## config.mk

```make
export PLATFORM = sky130hd
export DESIGN_NAME = cpu_alu_bcd_flags
export DESIGN_NICKNAME = d
export VERILOG_FILES = /design/src/cab_pkg.sv /design/src/cpu_alu_bcd_flags.sv
export SDC_FILE = /design/constraint.sdc
export NUM_CORES = 1
export LEC_CHECK = 0
export ABC_AREA = 1
export BUFFER_PORTS_ARGS = -buffer_cell sky130_fd_sc_hd__clkbuf_2
export CAP_MARGIN = 30
export CORE_UTILIZATION = 41
export DETAILED_ROUTE_END_ITERATION = 10
export SYNTH_ARGS = -nofsm -noshare
export SYNTH_HDL_FRONTEND = slang
export SYNTH_SLANG_ARGS = --single-unit
```

## constraint.sdc

```tcl
create_clock -name clk -period 8.25 [get_ports clk]
set_input_delay 0 -clock clk [delete_from_list [all_inputs] [get_ports clk]]
set_output_delay 0 -clock clk [all_outputs]
set_load 0.005 [all_outputs]
```

## src/cab_pkg.sv

```systemverilog
package cab_pkg;

	typedef enum logic [5:0] {
		CMD_ADD8  = 6'd0,  CMD_ADC8  = 6'd1,  CMD_SUB8  = 6'd2,  CMD_SBC8  = 6'd3,
		CMD_AND8  = 6'd4,  CMD_OR8   = 6'd5,  CMD_XOR8  = 6'd6,  CMD_CP8   = 6'd7,
		CMD_BIT8  = 6'd8,  CMD_INC8  = 6'd9,  CMD_DEC8  = 6'd10, CMD_CPL8  = 6'd11,
		CMD_NEG8  = 6'd12, CMD_MLT   = 6'd13, CMD_DIV   = 6'd14, CMD_ADD16 = 6'd15,
		CMD_ADC16 = 6'd16, CMD_SUB16 = 6'd17, CMD_SBC16 = 6'd18, CMD_CP16  = 6'd19,
		CMD_INC16 = 6'd20, CMD_DEC16 = 6'd21, CMD_RL    = 6'd22, CMD_RLC   = 6'd23,
		CMD_RR    = 6'd24, CMD_RRC   = 6'd25, CMD_SLA   = 6'd26, CMD_SLL   = 6'd27,
		CMD_SRA   = 6'd28, CMD_SRL   = 6'd29, CMD_SWAP  = 6'd30, CMD_PACK  = 6'd31,
		CMD_UPCK  = 6'd32, CMD_SEP   = 6'd33
	} cmd_t;

	localparam logic [5:0] BCD_DIGIT_MAX = 6'h09;
	localparam logic [9:0] BCD_BYTE_MAX  = 10'h099;
	localparam logic [9:0] BCD_LO_ADJ    = 10'h006;
	localparam logic [9:0] BCD_HI_ADJ    = 10'h060;

	typedef struct packed {
		logic [5:0]  cmd;
		logic [15:0] a;
		logic [15:0] b;
		logic        c;
		logic        z;
		logic        v;
		logic        n;
		logic        dec;
		logic        unp;
	} in_t;

	typedef struct packed {
		logic [15:0] r;
		logic        c;
		logic        z;
		logic        v;
		logic        n;
		logic        wr;
		logic        fault;
	} res_t;

	typedef struct packed {
		logic        is_div;
		logic [7:0]  d;
		logic [7:0]  rem;
		logic [15:0] work;
	} div_t;

endpackage

```

## src/cpu_alu_bcd_flags.sv

```systemverilog
// An accepted request is registered at stage 1, moves through stages 2 to 4 and lands in the output register.
// Throughput: one request per cycle; all stages advance together, held by output stall.
// The 16/8 divide runs four restoring steps in each of stages 2 to 5.
// Reset (arst_n low, asynchronous) clears all stage valid bits; payload is not reset.
module cpu_alu_bcd_flags (
	input  logic        clk,
	input  logic        arst_n,
	input  logic        in_valid,
	output logic        in_ready,
	input  logic [5:0]  cmd,
	input  logic [15:0] operand_a,
	input  logic [15:0] operand_b,
	input  logic        carry_in,
	input  logic        zero_in,
	input  logic        overflow_in,
	input  logic        negative_in,
	input  logic        decimal_mode,
	input  logic        unpack_mode,
	output logic        out_valid,
	input  logic        out_ready,
	output logic [15:0] result_value,
	output logic        carry_out,
	output logic        zero_out,
	output logic        overflow_out,
	output logic        negative_out,
	output logic        divide_fault,
	output logic        result_written
);
	import cab_pkg::*;

	function automatic res_t add8(logic [7:0] a8, logic [7:0] b8, logic ci, logic dec,
			logic unp, res_t base);
		logic [7:0] t;
		logic [7:0] s;
		logic [4:0] cv;
		logic [5:0] h;
		logic [9:0] o;
		res_t f;
		f  = base;
		t  = unp ? {a8[3:0], 4'h0} : a8;
		s  = unp ? {b8[3:0], 4'h0} : b8;
		cv = unp ? {ci, 4'h0} : {4'h0, ci};
		o  = {2'b00, t} + {2'b00, s} + {5'b0, cv};
		h  = {2'b00, t[3:0]} + {2'b00, s[3:0]} + {1'b0, cv};
		if (dec) begin
			if (h > BCD_DIGIT_MAX) o = o + BCD_LO_ADJ;
			if (o > BCD_BYTE_MAX) o = o + BCD_HI_ADJ;
			f.v = 1'b0;
			f.n = 1'b0;
		end else begin
			f.v = (t[7] ~^ s[7]) & (t[7] ^ o[7]);
			f.n = o[7];
		end
		f.c = |o[9:8];
		f.z = (o[7:0] == 8'h00);
		f.r = unp ? {12'h000, o[7:4]} : {8'h00, o[7:0]};
		add8 = f;
	endfunction

	function automatic res_t sub8(logic [7:0] a8, logic [7:0] b8, logic ci, logic dec,
			logic unp, res_t base);
		logic [7:0] t;
		logic [7:0] s;
		logic [4:0] cv;
		logic signed [10:0] h;
		logic signed [10:0] o;
		res_t f;
		f  = base;
		t  = unp ? {a8[3:0], 4'h0} : a8;
		s  = unp ? {b8[3:0], 4'h0} : b8;
		cv = unp ? {ci, 4'h0} : {4'h0, ci};
		o  = $signed({3'b000, t}) - $signed({3'b000, s}) - $signed({6'b0, cv});
		h  = $signed({7'b0, t[3:0]}) - $signed({7'b0, s[3:0]}) - $signed({6'b0, cv});
		if (dec) begin
			if (h < 0) o = o - $signed({1'b0, BCD_LO_ADJ});
			if (o < 0) o = o - $signed({1'b0, BCD_HI_ADJ});
			f.v = 1'b0;
			f.n = 1'b0;
		end else begin
			f.v = (t[7] ^ s[7]) & (t[7] ^ o[7]);
			f.n = t[7];
		end
		f.c = o[10];
		f.z = (o[7:0] == 8'h00);
		f.r = unp ? {12'h000, o[7:4]} : {8'h00, o[7:0]};
		sub8 = f;
	endfunction

	function automatic div_t div_step4(div_t x);
		logic [8:0] tmp;
		div_t y;
		y = x;
		for (int i = 0; i < 4; i++) begin
			tmp = {y.rem, y.work[15]};
			y.work = {y.work[14:0], 1'b0};
			if (tmp >= {1'b0, y.d}) begin
				tmp = tmp - {1'b0, y.d};
				y.work[0] = 1'b1;
			end
			y.rem = tmp[7:0];
		end
		div_step4 = y;
	endfunction

	logic en;
	logic vld_s1, vld_s2, vld_s3, vld_s4;
	in_t  in_s1;
	res_t res_s2, res_s3, res_s4;
	div_t div_s2, div_s3, div_s4;
	logic [15:0] a_s2, a_s3, a_s4;
	res_t res_d, fin_d;
	div_t div_d, div_last;

	assign en       = !out_valid || out_ready;
	assign in_ready = en;

	always_ff @(posedge clk or negedge arst_n) begin
		if (!arst_n) begin
			vld_s1    <= 1'b0;
			vld_s2    <= 1'b0;
			vld_s3    <= 1'b0;
			vld_s4    <= 1'b0;
			out_valid <= 1'b0;
		end else if (en) begin
			vld_s1    <= in_valid;
			vld_s2    <= vld_s1;
			vld_s3    <= vld_s2;
			vld_s4    <= vld_s3;
			out_valid <= vld_s4;
		end
	end

	always_ff @(posedge clk) begin
		if (en) begin
			in_s1  <= '{cmd, operand_a, operand_b, carry_in, zero_in, overflow_in,
				negative_in, decimal_mode, unpack_mode};
			res_s2 <= res_d;
			div_s2 <= div_step4(div_d);
			a_s2   <= in_s1.a;
			res_s3 <= res_s2;
			div_s3 <= div_step4(div_s2);
			a_s3   <= a_s2;
			res_s4 <= res_s3;
			div_s4 <= div_step4(div_s3);
			a_s4   <= a_s3;
			{result_value, carry_out, zero_out, overflow_out, negative_out,
				result_written, divide_fault} <= fin_d;
		end
	end

	always_comb begin
		logic [7:0] a8;
		logic [7:0] b8;
		logic [7:0] r8;
		logic [16:0] o17;
		res_t base;
		res_t tmp;
		a8   = in_s1.a[7:0];
		b8   = in_s1.b[7:0];
		base = '{16'h0000, in_s1.c, in_s1.z, in_s1.v, in_s1.n, 1'b1, 1'b0};
		res_d = base;
		r8   = 8'h00;
		o17  = 17'h0;
		tmp  = base;
		div_d = '{1'b0, b8, 8'h00, in_s1.a};
		unique case (in_s1.cmd)
			CMD_ADD8: res_d = add8(a8, b8, 1'b0, in_s1.dec, in_s1.unp, base);
			CMD_ADC8: res_d = add8(a8, b8, in_s1.c, in_s1.dec, in_s1.unp, base);
			CMD_SUB8: res_d = sub8(a8, b8, 1'b0, in_s1.dec, in_s1.unp, base);
			CMD_SBC8: res_d = sub8(a8, b8, in_s1.c, in_s1.dec, in_s1.unp, base);
			CMD_AND8, CMD_OR8, CMD_XOR8, CMD_CPL8: begin
				priority case (in_s1.cmd)
					CMD_AND8: r8 = a8 & b8;
					CMD_OR8:  r8 = a8 | b8;
					CMD_XOR8: r8 = a8 ^ b8;
					default:  r8 = ~a8;
				endcase
				res_d.r = {8'h00, r8};
				res_d.z = (r8 == 8'h00);
				res_d.n = r8[7];
			end
			CMD_CP8: begin
				tmp = sub8(a8, b8, 1'b0, 1'b0, 1'b0, base);
				res_d = tmp;
				res_d.n = tmp.r[7];
				res_d.r = 16'h0000;
				res_d.wr = 1'b0;
			end
			CMD_BIT8: begin
				r8 = a8 & b8;
				res_d.z = (r8 == 8'h00);
				res_d.n = r8[7];
				res_d.wr = 1'b0;
			end
			CMD_INC8, CMD_DEC8: begin
				r8 = (in_s1.cmd == CMD_INC8) ? a8 + 8'd1 : a8 - 8'd1;
				res_d.r = {8'h00, r8};
				res_d.z = (r8 == 8'h00);
			end
			CMD_NEG8: res_d = sub8(8'h00, a8, 1'b0, in_s1.dec, in_s1.unp, base);
			CMD_MLT: begin
				res_d.r = {8'h00, a8} * {8'h00, b8};
				res_d.z = (res_d.r == 16'h0000);
				res_d.c = 1'b0;
				res_d.v = 1'b0;
				res_d.n = res_d.r[15];
			end
			CMD_DIV: begin
				res_d.r = in_s1.a;
				res_d.wr = 1'b0;
				res_d.fault = (b8 == 8'h00);
				div_d.is_div = (b8 != 8'h00);
			end
			CMD_ADD16, CMD_ADC16: begin
				o17 = {1'b0, in_s1.a} + {1'b0, in_s1.b}
					+ {16'h0, (in_s1.cmd == CMD_ADC16) & in_s1.c};
				res_d.r = o17[15:0];
				res_d.v = (in_s1.a[15] ~^ in_s1.b[15]) & (in_s1.a[15] ^ o17[15]);
				res_d.c = o17[16];
				res_d.n = o17[15];
				res_d.z = (o17[15:0] == 16'h0000);
			end
			CMD_SUB16, CMD_SBC16, CMD_CP16: begin
				o17 = {1'b0, in_s1.a} - {1'b0, in_s1.b}
					- {16'h0, (in_s1.cmd == CMD_SBC16) & in_s1.c};
				res_d.r = (in_s1.cmd == CMD_CP16) ? 16'h0000 : o17[15:0];
				res_d.wr = (in_s1.cmd != CMD_CP16);
				res_d.v = (in_s1.a[15] ^ in_s1.b[15]) & (in_s1.a[15] ^ o17[15]);
				res_d.c = o17[16];
				res_d.n = o17[15];
				res_d.z = (o17[15:0] == 16'h0000);
			end
			CMD_INC16, CMD_DEC16: begin
				res_d.r = (in_s1.cmd == CMD_INC16) ? in_s1.a + 16'd1 : in_s1.a - 16'd1;
				res_d.z = (res_d.r == 16'h0000);
			end
			CMD_RL, CMD_RLC, CMD_RR, CMD_RRC, CMD_SLA, CMD_SLL, CMD_SRA, CMD_SRL: begin
				priority case (in_s1.cmd)
					CMD_RL:  r8 = {a8[6:0], in_s1.c};
					CMD_RLC: r8 = {a8[6:0], a8[7]};
					CMD_RR:  r8 = {in_s1.c, a8[7:1]};
					CMD_RRC: r8 = {a8[0], a8[7:1]};
					CMD_SLA, CMD_SLL: r8 = {a8[6:0], 1'b0};
					CMD_SRA: r8 = {a8[7], a8[7:1]};
					default: r8 = {1'b0, a8[7:1]};
				endcase
				res_d.r = {8'h00, r8};
				res_d.z = (r8 == 8'h00);
				res_d.n = r8[7];
				res_d.c = (in_s1.cmd == CMD_RL || in_s1.cmd == CMD_RLC
					|| in_s1.cmd == CMD_SLA || in_s1.cmd == CMD_SLL) ? a8[7] : a8[0];
				if (in_s1.cmd == CMD_SLA) res_d.v = a8[7] ^ r8[7];
				if (in_s1.cmd == CMD_SRA) res_d.v = 1'b0;
			end
			CMD_SWAP: res_d.r = {8'h00, a8[3:0], a8[7:4]};
			CMD_PACK: res_d.r = {8'h00, b8[3:0], a8[3:0]};
			CMD_UPCK: res_d.r = {4'h0, a8[7:4], 4'h0, a8[3:0]};
			CMD_SEP:  res_d.r = {8'h00, {8{a8[7]}}};
			default: begin
				res_d.r = 16'h0000;
				res_d.wr = 1'b0;
			end
		endcase
	end

	always_comb begin
		div_last = div_step4(div_s4);
		fin_d = res_s4;
		if (div_s4.is_div) begin
			fin_d.c = 1'b0;
			if (div_last.work[15:8] != 8'h00) begin
				fin_d.r  = a_s4;
				fin_d.n  = 1'b1;
				fin_d.v  = 1'b1;
				fin_d.wr = 1'b0;
			end else begin
				fin_d.r  = {div_last.rem, div_last.work[7:0]};
				fin_d.n  = div_last.work[7];
				fin_d.z  = (div_last.work[7:0] == 8'h00);
				fin_d.v  = 1'b0;
				fin_d.wr = 1'b1;
			end
		end
	end

endmodule

```

==> results of run 1 <==
-- worst max-delay path by stage --
stage	start	end	slack [ns]	depth (start not counted)
2_1_floorplan	div_s3[25]	div_s4[21]	0.47	51
3_3_place_gp	div_s3[27]	div_s4[23]	0.18	52
3_5_place_dp	div_s3[28]	div_s4[23]	0.07	52
4_1_cts	div_s3[28]	div_s4[23]	0.01	52
5_1_grt	div_s3[27]	div_s4[22]	-0.06	53
6_report	div_s3[27]	div_s4[23]	0.58	50
-- routing by layer --
metal,track usage [%],wire [um],up-vias
li1,-,-,11234
met1,31.9,33900,10513
met2,43.8,38200,685
met3,3.03,4280,177
met4,10.7,3700,2
met5,0,13,-
-- metrics by stage --
stage          utilization, %  hold WS (ns)
4_1_cts                  47.0         0.111
6_report                 47.9         0.115
2_1_floorplan               -        -0.296
3_5_place_dp             44.3        -0.174
3_3_place_gp             44.3        -0.174
5_1_grt                  47.9         0.149
-- final cells by class --
cell class | count | area [sq um]
fillers | 5968 | 31600
well taps | 782 | 978
clock inverters | 23 | 270
multi-input cells | 2392 | 15600
inverters | 515 | 1950
clock buffers | 41 | 898
flip-flops and latches | 260 | 7780
repair buffers | 216 | 1590
-- cells in the mapped netlist, types with 5 or more instances --
master    instances
clkbuf_1         29
a21oi_1         171
o21bai_1         18
nand3_1         179
o21ai_1          45
o21ai_0         142
edfxtp_1        255
buf_2            16
o22ai_1          28
nand4_1          74
o31ai_1           5
or2_2            19
nand2_4           5
a21o_1            8
nor4_1           13
a211oi_1         10
and2_1            8
a22o_1            9
xor2_1          108
nand3b_1         11
nand2_2          29
a21oi_2           7
a221oi_1          6
nand3_2          12
nand2_1         684
buf_4             8
inv_2            19
inv_1           490
a31oi_1           9
nor2_1          248
nor3_1           38
dfrtp_1           5
o211ai_1         24
o221ai_1         15
xnor2_1          52
ha_1            280
nor2_2           18
fa_1             60
-- sequential cells by signal, summed over array words and instances (netlist names), 5 cells and up --
signal,flops
div_s2,32
res_s4,21
a_s3,9
div_d,24
res_s2,22
div_s3,32
div_last,21
in_s1,20
a_s4,13
a_s2,5
result_value,16
res_s3,22
div_s4,11
-- repair_timing --
action,CTS,global route
hold buffers,47,0
hold endpoints to repair,50,0
buffers inserted,0,33
setup endpoints to repair,0,37
resized for setup,0,66
-- cells in the final DEF (no fill, tap or decap), types with 96 or more instances in the layout --
master	n
edfxtp_1	255
nand2_1	682
o21ai_0	133
xor2_1	108
inv_1	481
a21oi_1	163
nand3_1	178
nor2_1	246
ha_1	271
buf_4	96
-- worst register-to-register path, delay by kind of cell, from the launching register on --
| kind | cells | cell delay [ns] |
|---|---|---|
| AOI/OAI and AO/OA | 21 | 2.76 |
| adders and majority gates | 4 | 1.18 |
| buffers and inverters | 4 | 0.35 |
| DFF | 1 | 0.39 |
| muxes | 1 | 0.32 |
| and+or+nand+nor | 20 | 2.41 |
-- cell families (layout without fill, tap and decap cells) --
family	Yosys count	count (layout)
AND/OR/NAND/NOR	1359	1360
buffers and inverters	575	795
AO/OA/AOI/OAI	526	526
adder cells (fa/ha/maj)	340	340
flip-flops	260	260
XOR/XNOR	162	162
multiplexers	4	4
==> out/qor.yml, run 1 <==
grt:
  grt_use_total_pct: 25.4
  grt_pass1_vias: 21618
  antenna_found_initial: 3
  grt_pass1_wl_um: 123000
  grt-ovfl-total: 0
  grt_max_degree: 156
critical_path:
  cp_max_fo: 8
  critPathMaxStageDelay_ns: 0.39
  r2r_end: "div_s4[23]"
  endpoint_kind: "register"
  crit_required_ns: 8.56
  critPathArrivalTime_ns: 7.97
  crit_buf_inv: 4
  r2r-start: "div_s3[27]"
  critPathTopFamily: "compound AO/OA/AOI/OAI gates"
  start_kind: "register"
  crit_type: "reg2reg"
  crit_slowest_cell: "edfxtp_1"
  crit_top_cell: "nand2_1"
  r2r_cells: 50
  reg2reg_slack_ns: 0.58
clock_tree:
  numCtsBuffers: 35
  clk_pin_slew_ns: 0.06
  clk_path_buf_depth: 3
  cts_root_buf: "clkbuf_16"
  htreeDepth: 2
  cts.sinks: 260
  insertion_delay_ns: 0.56
  cts_tree: "done"
drt:
  first_iter_violations: 1835
  postRouteAntennaNets: 0
  first_pass_iters: 5
  drcViolationCount: 0
  vias: 22611
  wl_um: 80100
  routed_via_density: 5.35
  wl_per_cell_um: 18.9
place:
  dp_hpwl_um: 62200
  post-place-ws_ns: 0.0710
  gp_congestion: 0.997
  placed_cell_area_sq_mm: 0.0269
  port_buffers: 71
  numPlacedInstances: 4084
synthesis:
  synth_area_leader_cell: "edfxtp_1"
  synthCells: 3226
  syn_nets: 3614
  synth_top_area_share_pct: 30.2
  netlist_area_sq_mm: 0.0254
  synth_top_family_by_area: "simple AND/OR/NAND/NOR gates"
  synth-edff-count: 255
  yosysWarnings: 0
  ys.flop_type: "edfxtp_1"
  synth-xor-area-share_pct: 5.66
  synth-seq-cells: 260
  synth_seq_area_share_pct: 30.7
  synth.area.mux_share_pct: 0.178
  ys_types: 71
  synthTopCellsByArea: "edfxtp_1 30%, ha_1 14%, nand2_1 10%, inv_1 7.3%, fa_1 4.7%"
  synth_area_per_cell_sq_um: 7.86
  synth_compound_area_share_pct: 12.3
  synth_fa_ha_area_share_pct: 18.6
  async_flop_share_pct: 1.92
  synthSimpleGateAreaFrac_pct: 23.8
sta:
  fmax_ghz: 0.130
  tns_ns: 0
  fin_crit_ns: 7.67
  hold_viol_final: 0
  worst_pin_slew_ns: 1.02
  drv_slew: 0
  maxSlewHeadroom_pct: 31.8
  finalSetupViolations: 0
  fin_ws_ns: 0.585
  fin_skew_ns: 0.0285
  fin_crit_sh_pct: 92.9
die:
  core_sq_mm: 0.0607
  num_rows: 90
  ios: 72
  die_h_um: 251
  initial_core_util_pct: 41.8
  die_x_um: 251
  die_area_sq_mm: 0.0628
status:
  status: "complete, no violations"
hold_path:
  worstHoldStart: "out_ready"
  hold_path.class: "in2reg"
  hold_depth: 4
  min_to: "out_valid"
finish:
  syn2layout_area_growth_pct: 14.6
  layout-drive-gt1-share_pct: 11.7
  layout.cells.non_filler: 4229
  num_antenna_cells: 0
  fin_nets: 3808
  fin_area_sq_mm: 0.0291
run:
  drv_cap: 0
Power of run 1 is not shown: default switching activity piles up to over one toggle a cycle in this logic, so the estimate is an artifact.
==> run 2, diff against run 1 <==
--- a/config.mk
+++ b/config.mk
@@ -10,6 +10,7 @@
 export CAP_MARGIN = 30
 export CORE_UTILIZATION = 41
 export DETAILED_ROUTE_END_ITERATION = 10
+export MAX_ROUTING_LAYER = met4
 export SYNTH_ARGS = -nofsm -noshare
 export SYNTH_HDL_FRONTEND = slang
 export SYNTH_SLANG_ARGS = --single-unit
==> run 2 against run 1 <==
Clock skew about the same. Non-clock buffer count down 4. Final cell count is essentially flat. Core utilization decreased by 0.26 points. Maximum frequency hardly changed. Largest cell class unchanged. Critical path type unchanged. First-iteration DRC count fell by 13%. Highest routed layer is now met4. Sequential share of layout area rose by 0.14 points. Clock-buffer cell count is 2 higher.
==> out/qor.yml, run 2 (same netlist as run 1, synthesis figures left out) <==
sta:
  fin_crit_ns: 7.66
  hold_viol_final: 0
  fin_skew_ns: 0.0289
  maxSlewHeadroom_pct: 23.6
  finalSetupViolations: 0
  worst_pin_slew_ns: 1.13
  tns_ns: 0
  drv_slew: 0
  fin_crit_sh_pct: 92.9
  fmax_ghz: 0.131
drt:
  wl_um: 80400
  drcViolationCount: 0
  postRouteAntennaNets: 0
  first_pass_iters: 5
  wl_per_cell_um: 19.0
  routed_via_density: 5.32
  first_iter_violations: 1600
  vias: 22470
grt:
  grt_max_degree: 173
  grt-ovfl-total: 0
  grt_use_total_pct: 26.4
  grt_pass1_wl_um: 124000
  antenna_found_initial: 1
  grt_pass1_vias: 21841
die:
  num_rows: 90
  die_area_sq_mm: 0.0628
  core_sq_mm: 0.0607
  ios: 72
  die_x_um: 251
  initial_core_util_pct: 41.8
  die_h_um: 251
clock_tree:
  insertion_delay_ns: 0.56
  cts.sinks: 260
  clk_pin_slew_ns: 0.06
  numCtsBuffers: 34
  clk_path_buf_depth: 3
  cts_root_buf: "clkbuf_16"
  cts_tree: "done"
  htreeDepth: 2
finish:
  post-route-util_pct: 47.6
  fin_nets: 3803
  layout-drive-gt1-share_pct: 11.2
  layout.cells.non_filler: 4225
  layout_commonest_cell: "nand2_1"
  mostFrequentLayoutCells: "683 x nand2_1, 484 x inv_1, 272 x ha_1"
  syn2layout_area_growth_pct: 14.0
critical_path:
  crit_required_ns: 8.54
  critPathMaxStageDelay_ns: 0.47
  r2r-start: "div_s3[29]"
  crit_type: "reg2reg"
  critPathArrivalTime_ns: 7.95
  setup.worst_path.start: "div_s3[29]"
  endpoint_kind: "register"
  crit_top_cell: "nand2_1"
  cp_max_fo: 10
  crit_slowest_cell: "or3b_2"
  start_kind: "register"
status:
  status: "complete, no violations"
place:
  dp_hpwl_um: 62700
  port_buffers: 71
  gp_congestion: 1.03
  numPlacedInstances: 4094
run:
  drv_cap: 0
hold_path:
  hold_path.class: "in2reg"
  worstHoldStart: "out_ready"
==> run 2: path summary, 6_finish.rpt <==
| path | to | slack (ns) | cells after the start |
|---|---|---|---|
| max | div_s4[23] | 0.59 | 48 |
| min | out_valid | 0.06 | 4 |
| max reg2reg | div_s4[23] | 0.59 | 48 |
| min reg2reg | div_last[15] | 0.40 | 0 |
| max in group asynchronous | out_valid | 7.65 | 3 |
| min in group asynchronous | vld_s4 | 0.39 | 3 |
==> run 2: layout make-up <==
cell class | count | area, sq um
inverter | 515 | 1940
clock buffer | 43 | 906
tap | 782 | 978
sequential | 260 | 7780
fill | 6033 | 31800
clock inverter | 19 | 170
timing repair buffer | 212 | 1560
multi-input combinational | 2392 | 15600
antenna | 2 | 5.00
==> run 2: worst max-delay path, delay by kind of cell, from the launching register on <==
kind	cells	cell delay [ns]
adders and majority gates	4	1.16
muxes	1	0.34
DFF	1	0.35
AOI/OAI and AO/OA	18	2.59
and+or+nand+nor	19	2.43
buffers and inverters	6	0.52
==> run 2: what timing repair did <==
action | 4_1_cts | 5_1_grt
resized for setup | 0 | 54
endpoints found under the setup margin | 0 | 37
buffers inserted | 0 | 19
hold endpoints to repair | 50 | 0
hold buffers | 47 | 0
==> run 2: routing by layer <==
metal	vias to the layer above	wire, um	GRT usage, %
li1	11218	-	-
met1	10401	34000	31.8
met2	668	38000	43.7
met3	183	4320	3.46
met4	0	4050	12.1
met5	-	0	-
==> run 2: through the flow <==
stage	instance area [sq um]	setup slack [ns]	hold slack, ns
after floorplan	25400	0.472	-0.296
after global placement	27000	0.160	-0.172
after detailed placement	27000	0.173	-0.170
after CTS	28500	0.117	0.0590
after global routing	28900	-0.0255	0.140
final	28900	0.590	0.0630
Power of run 2 is left out for the same reason.
==> run 3, diff against run 2 <==
--- a/config.mk
+++ b/config.mk
@@ -5,10 +5,10 @@
 export SDC_FILE = /design/constraint.sdc
 export NUM_CORES = 1
 export LEC_CHECK = 0
-export ABC_AREA = 1
 export BUFFER_PORTS_ARGS = -buffer_cell sky130_fd_sc_hd__clkbuf_2
 export CAP_MARGIN = 30
 export CORE_UTILIZATION = 41
+export CTS_BUF_LIST = sky130_fd_sc_hd__clkbuf_4 sky130_fd_sc_hd__clkbuf_8 sky130_fd_sc_hd__clkbuf_16
 export DETAILED_ROUTE_END_ITERATION = 10
 export MAX_ROUTING_LAYER = met4
 export SYNTH_ARGS = -nofsm -noshare
==> run 3 against run 2 <==
Clock-buffer cell count is 10 lower. Cell area grew 4.5%. Clock skew fell by 0.013 ns. Global-route usage increased by 0.24 points. Core utilization rose by 2.5 points. Critical path type unchanged. Critical endpoint is now div_s4[17].
==> out/qor.yml, run 3 <==
grt:
  grt_use_total_pct: 26.6
  grt-ovfl-total: 0
  grt_pass1_wl_um: 125000
  grt_pass1_vias: 21643
  antenna_found_initial: 0
  grt_max_degree: 178
place:
  port_buffers: 71
  dp_hpwl_um: 63000
  gp_congestion: 0.996
  numPlacedInstances: 3623
  post-place-ws_ns: -0.536
drt:
  wl_per_cell_um: 21.5
  vias: 21840
  drcViolationCount: 0
  postRouteAntennaNets: 0
  first_iter_violations: 1732
  routed_via_density: 5.72
  first_pass_iters: 8
  wl_um: 82100
sta:
  fin_ws_ns: 0.234
  rsz0062_at_grt: "yes"
  fin_crit_ns: 8.02
  fin_crit_sh_pct: 97.2
  hold_viol_final: 0
  tns_ns: 0
  fmax_ghz: 0.125
  worst_pin_slew_ns: 1.11
  finalSetupViolations: 0
  drv_slew: 0
  maxSlewHeadroom_pct: 25.3
  fin_skew_ns: 0.0155
synthesis:
  syn_nets: 3096
  ys.flop_type: "edfxtp_1"
  yosysWarnings: 0
  synth-seq-cells: 260
  synth_area_leader_cell: "edfxtp_1"
  netlist_area_sq_mm: 0.0250
  ys_types: 98
  yosys-top-cells-count: "280 x ha_1, 255 x edfxtp_1, 251 x inv_1"
  synthTopCellsByArea: "edfxtp_1 31%, ha_1 14%, fa_1 4.8%, xnor2_1 4.6%, inv_1 3.8%"
  async_flop_share_pct: 1.92
  synth_area_per_cell_sq_um: 9.21
  synth_seq_area_share_pct: 31.2
  synthMostInstantiatedCell: "ha_1"
  synth-edff-count: 255
  synthCells: 2708
  synth_top_area_share_pct: 30.7
die:
  core_sq_mm: 0.0602
  die_x_um: 249
  ios: 72
  num_rows: 90
  die_h_um: 249
  die_area_sq_mm: 0.0619
  initial_core_util_pct: 41.4
critical_path:
  endpoint_kind: "register"
  crit_type: "reg2reg"
  cp_max_fo: 8
  crit_top_cell: "o21ai_2"
  start_kind: "register"
  crit_required_ns: 8.57
  critPathMaxStageDelay_ns: 0.46
  critPathArrivalTime_ns: 8.34
  crit_slowest_cell: "a2111o_2"
clock_tree:
  htreeDepth: 1
  clk_pin_slew_ns: 0.06
  cts_root_buf: "clkbuf_16"
  numCtsBuffers: 30
  clk_path_buf_depth: 3
  cts_tree: "done"
  insertion_delay_ns: 0.58
  cts.sinks: 260
run:
  drv_cap: 0
finish:
  fin_nets: 3405
  layout-drive-gt1-share_pct: 20.0
  layout_commonest_cell: "ha_1"
  syn2layout_area_growth_pct: 21.0
  nFillCells: 5561
  mostFrequentLayoutCells: "257 x ha_1, 255 x edfxtp_1, 239 x inv_1"
  num_antenna_cells: 0
  layout.cells.non_filler: 3821
status:
  status: "complete, no violations"
hold_path:
  hold_path.class: "in2reg"
==> run 3: timing repair <==
item / 4_1_cts / 5_1_grt
gates resized for setup: 43 / 94
gates cloned: 1 / 1
buffers inserted: 66 / 27
pin swaps: 54 / 81
endpoints found under the hold margin: 51 / 0
endpoints found under the setup margin: 25 / 37
hold buffers: 48 / 0
==> run 3: final timing paths <==
check,from,endpoint,slack [ns],depth (start not counted)
worst max-delay path,div_s3[16],div_s4[17],0.23,42
worst min-delay path,operand_b[10],in_s1[16],0.14,2
worst max register to register,div_s3[16],div_s4[17],0.23,42
worst min register to register,res_s2[5],res_s3[5],0.42,0
max in group asynchronous,arst_n,vld_s2,7.72,3
min in group asynchronous,arst_n,vld_s1,0.34,3
==> run 3: per-stage QoR <==
stage	hold WS [ns]	utilization, %	instance area [sq um]
5_1_grt	0.119	50.1	30200
3_5_place_dp	-0.177	45.5	27400
2_1_floorplan	-0.296	-	25300
3_3_place_gp	-0.185	45.5	27400
6_report	0.136	50.1	30200
4_1_cts	0.104	49.1	29600
==> run 3: final cells by class <==
type	instances	area, sq um	area share, %
clock buffers	33	791	2.62
repair buffers	362	2700	8.92
flip-flops and latches	260	7780	25.8
multi-input cells	2106	16700	55.5
well taps	782	978	3.24
inverters	257	976	3.23
clock inverters	21	230	0.762
==> run 3: cells by family after synthesis <==
kind of cell    after synthesis  synth area share [%]
simple gates                782                  15.0
compound gates              682                  18.2
buf+inv                     343                  5.19
fa+ha+maj                   341                  18.9
flops                       260                  31.2
xor+xnor                    194                  6.90
mux                         106                  4.65
==> run 3: worst max-delay path: cells and delay by family (launching register included) <==
family                     cells  cell delay (ns)
adders and majority gates      4             1.01
muxes                          3             0.82
AOI/OAI and AO/OA             28             4.65
buffers and inverters          4             0.51
and+or+nand+nor                3             0.33
DFF                            1             0.45
==> run 3: layer usage <==
| layer | track usage [%] | vias to the layer above | wire, um |
|---|---|---|---|
| li1 | - | 10466 | - |
| met1 | 34.8 | 10567 | 36200 |
| met2 | 43.0 | 680 | 38500 |
| met3 | 3.04 | 127 | 4770 |
| met4 | 8.52 | 0 | 2620 |
| met5 | - | - | 0 |
Power of run 3 is left out for the same reason.
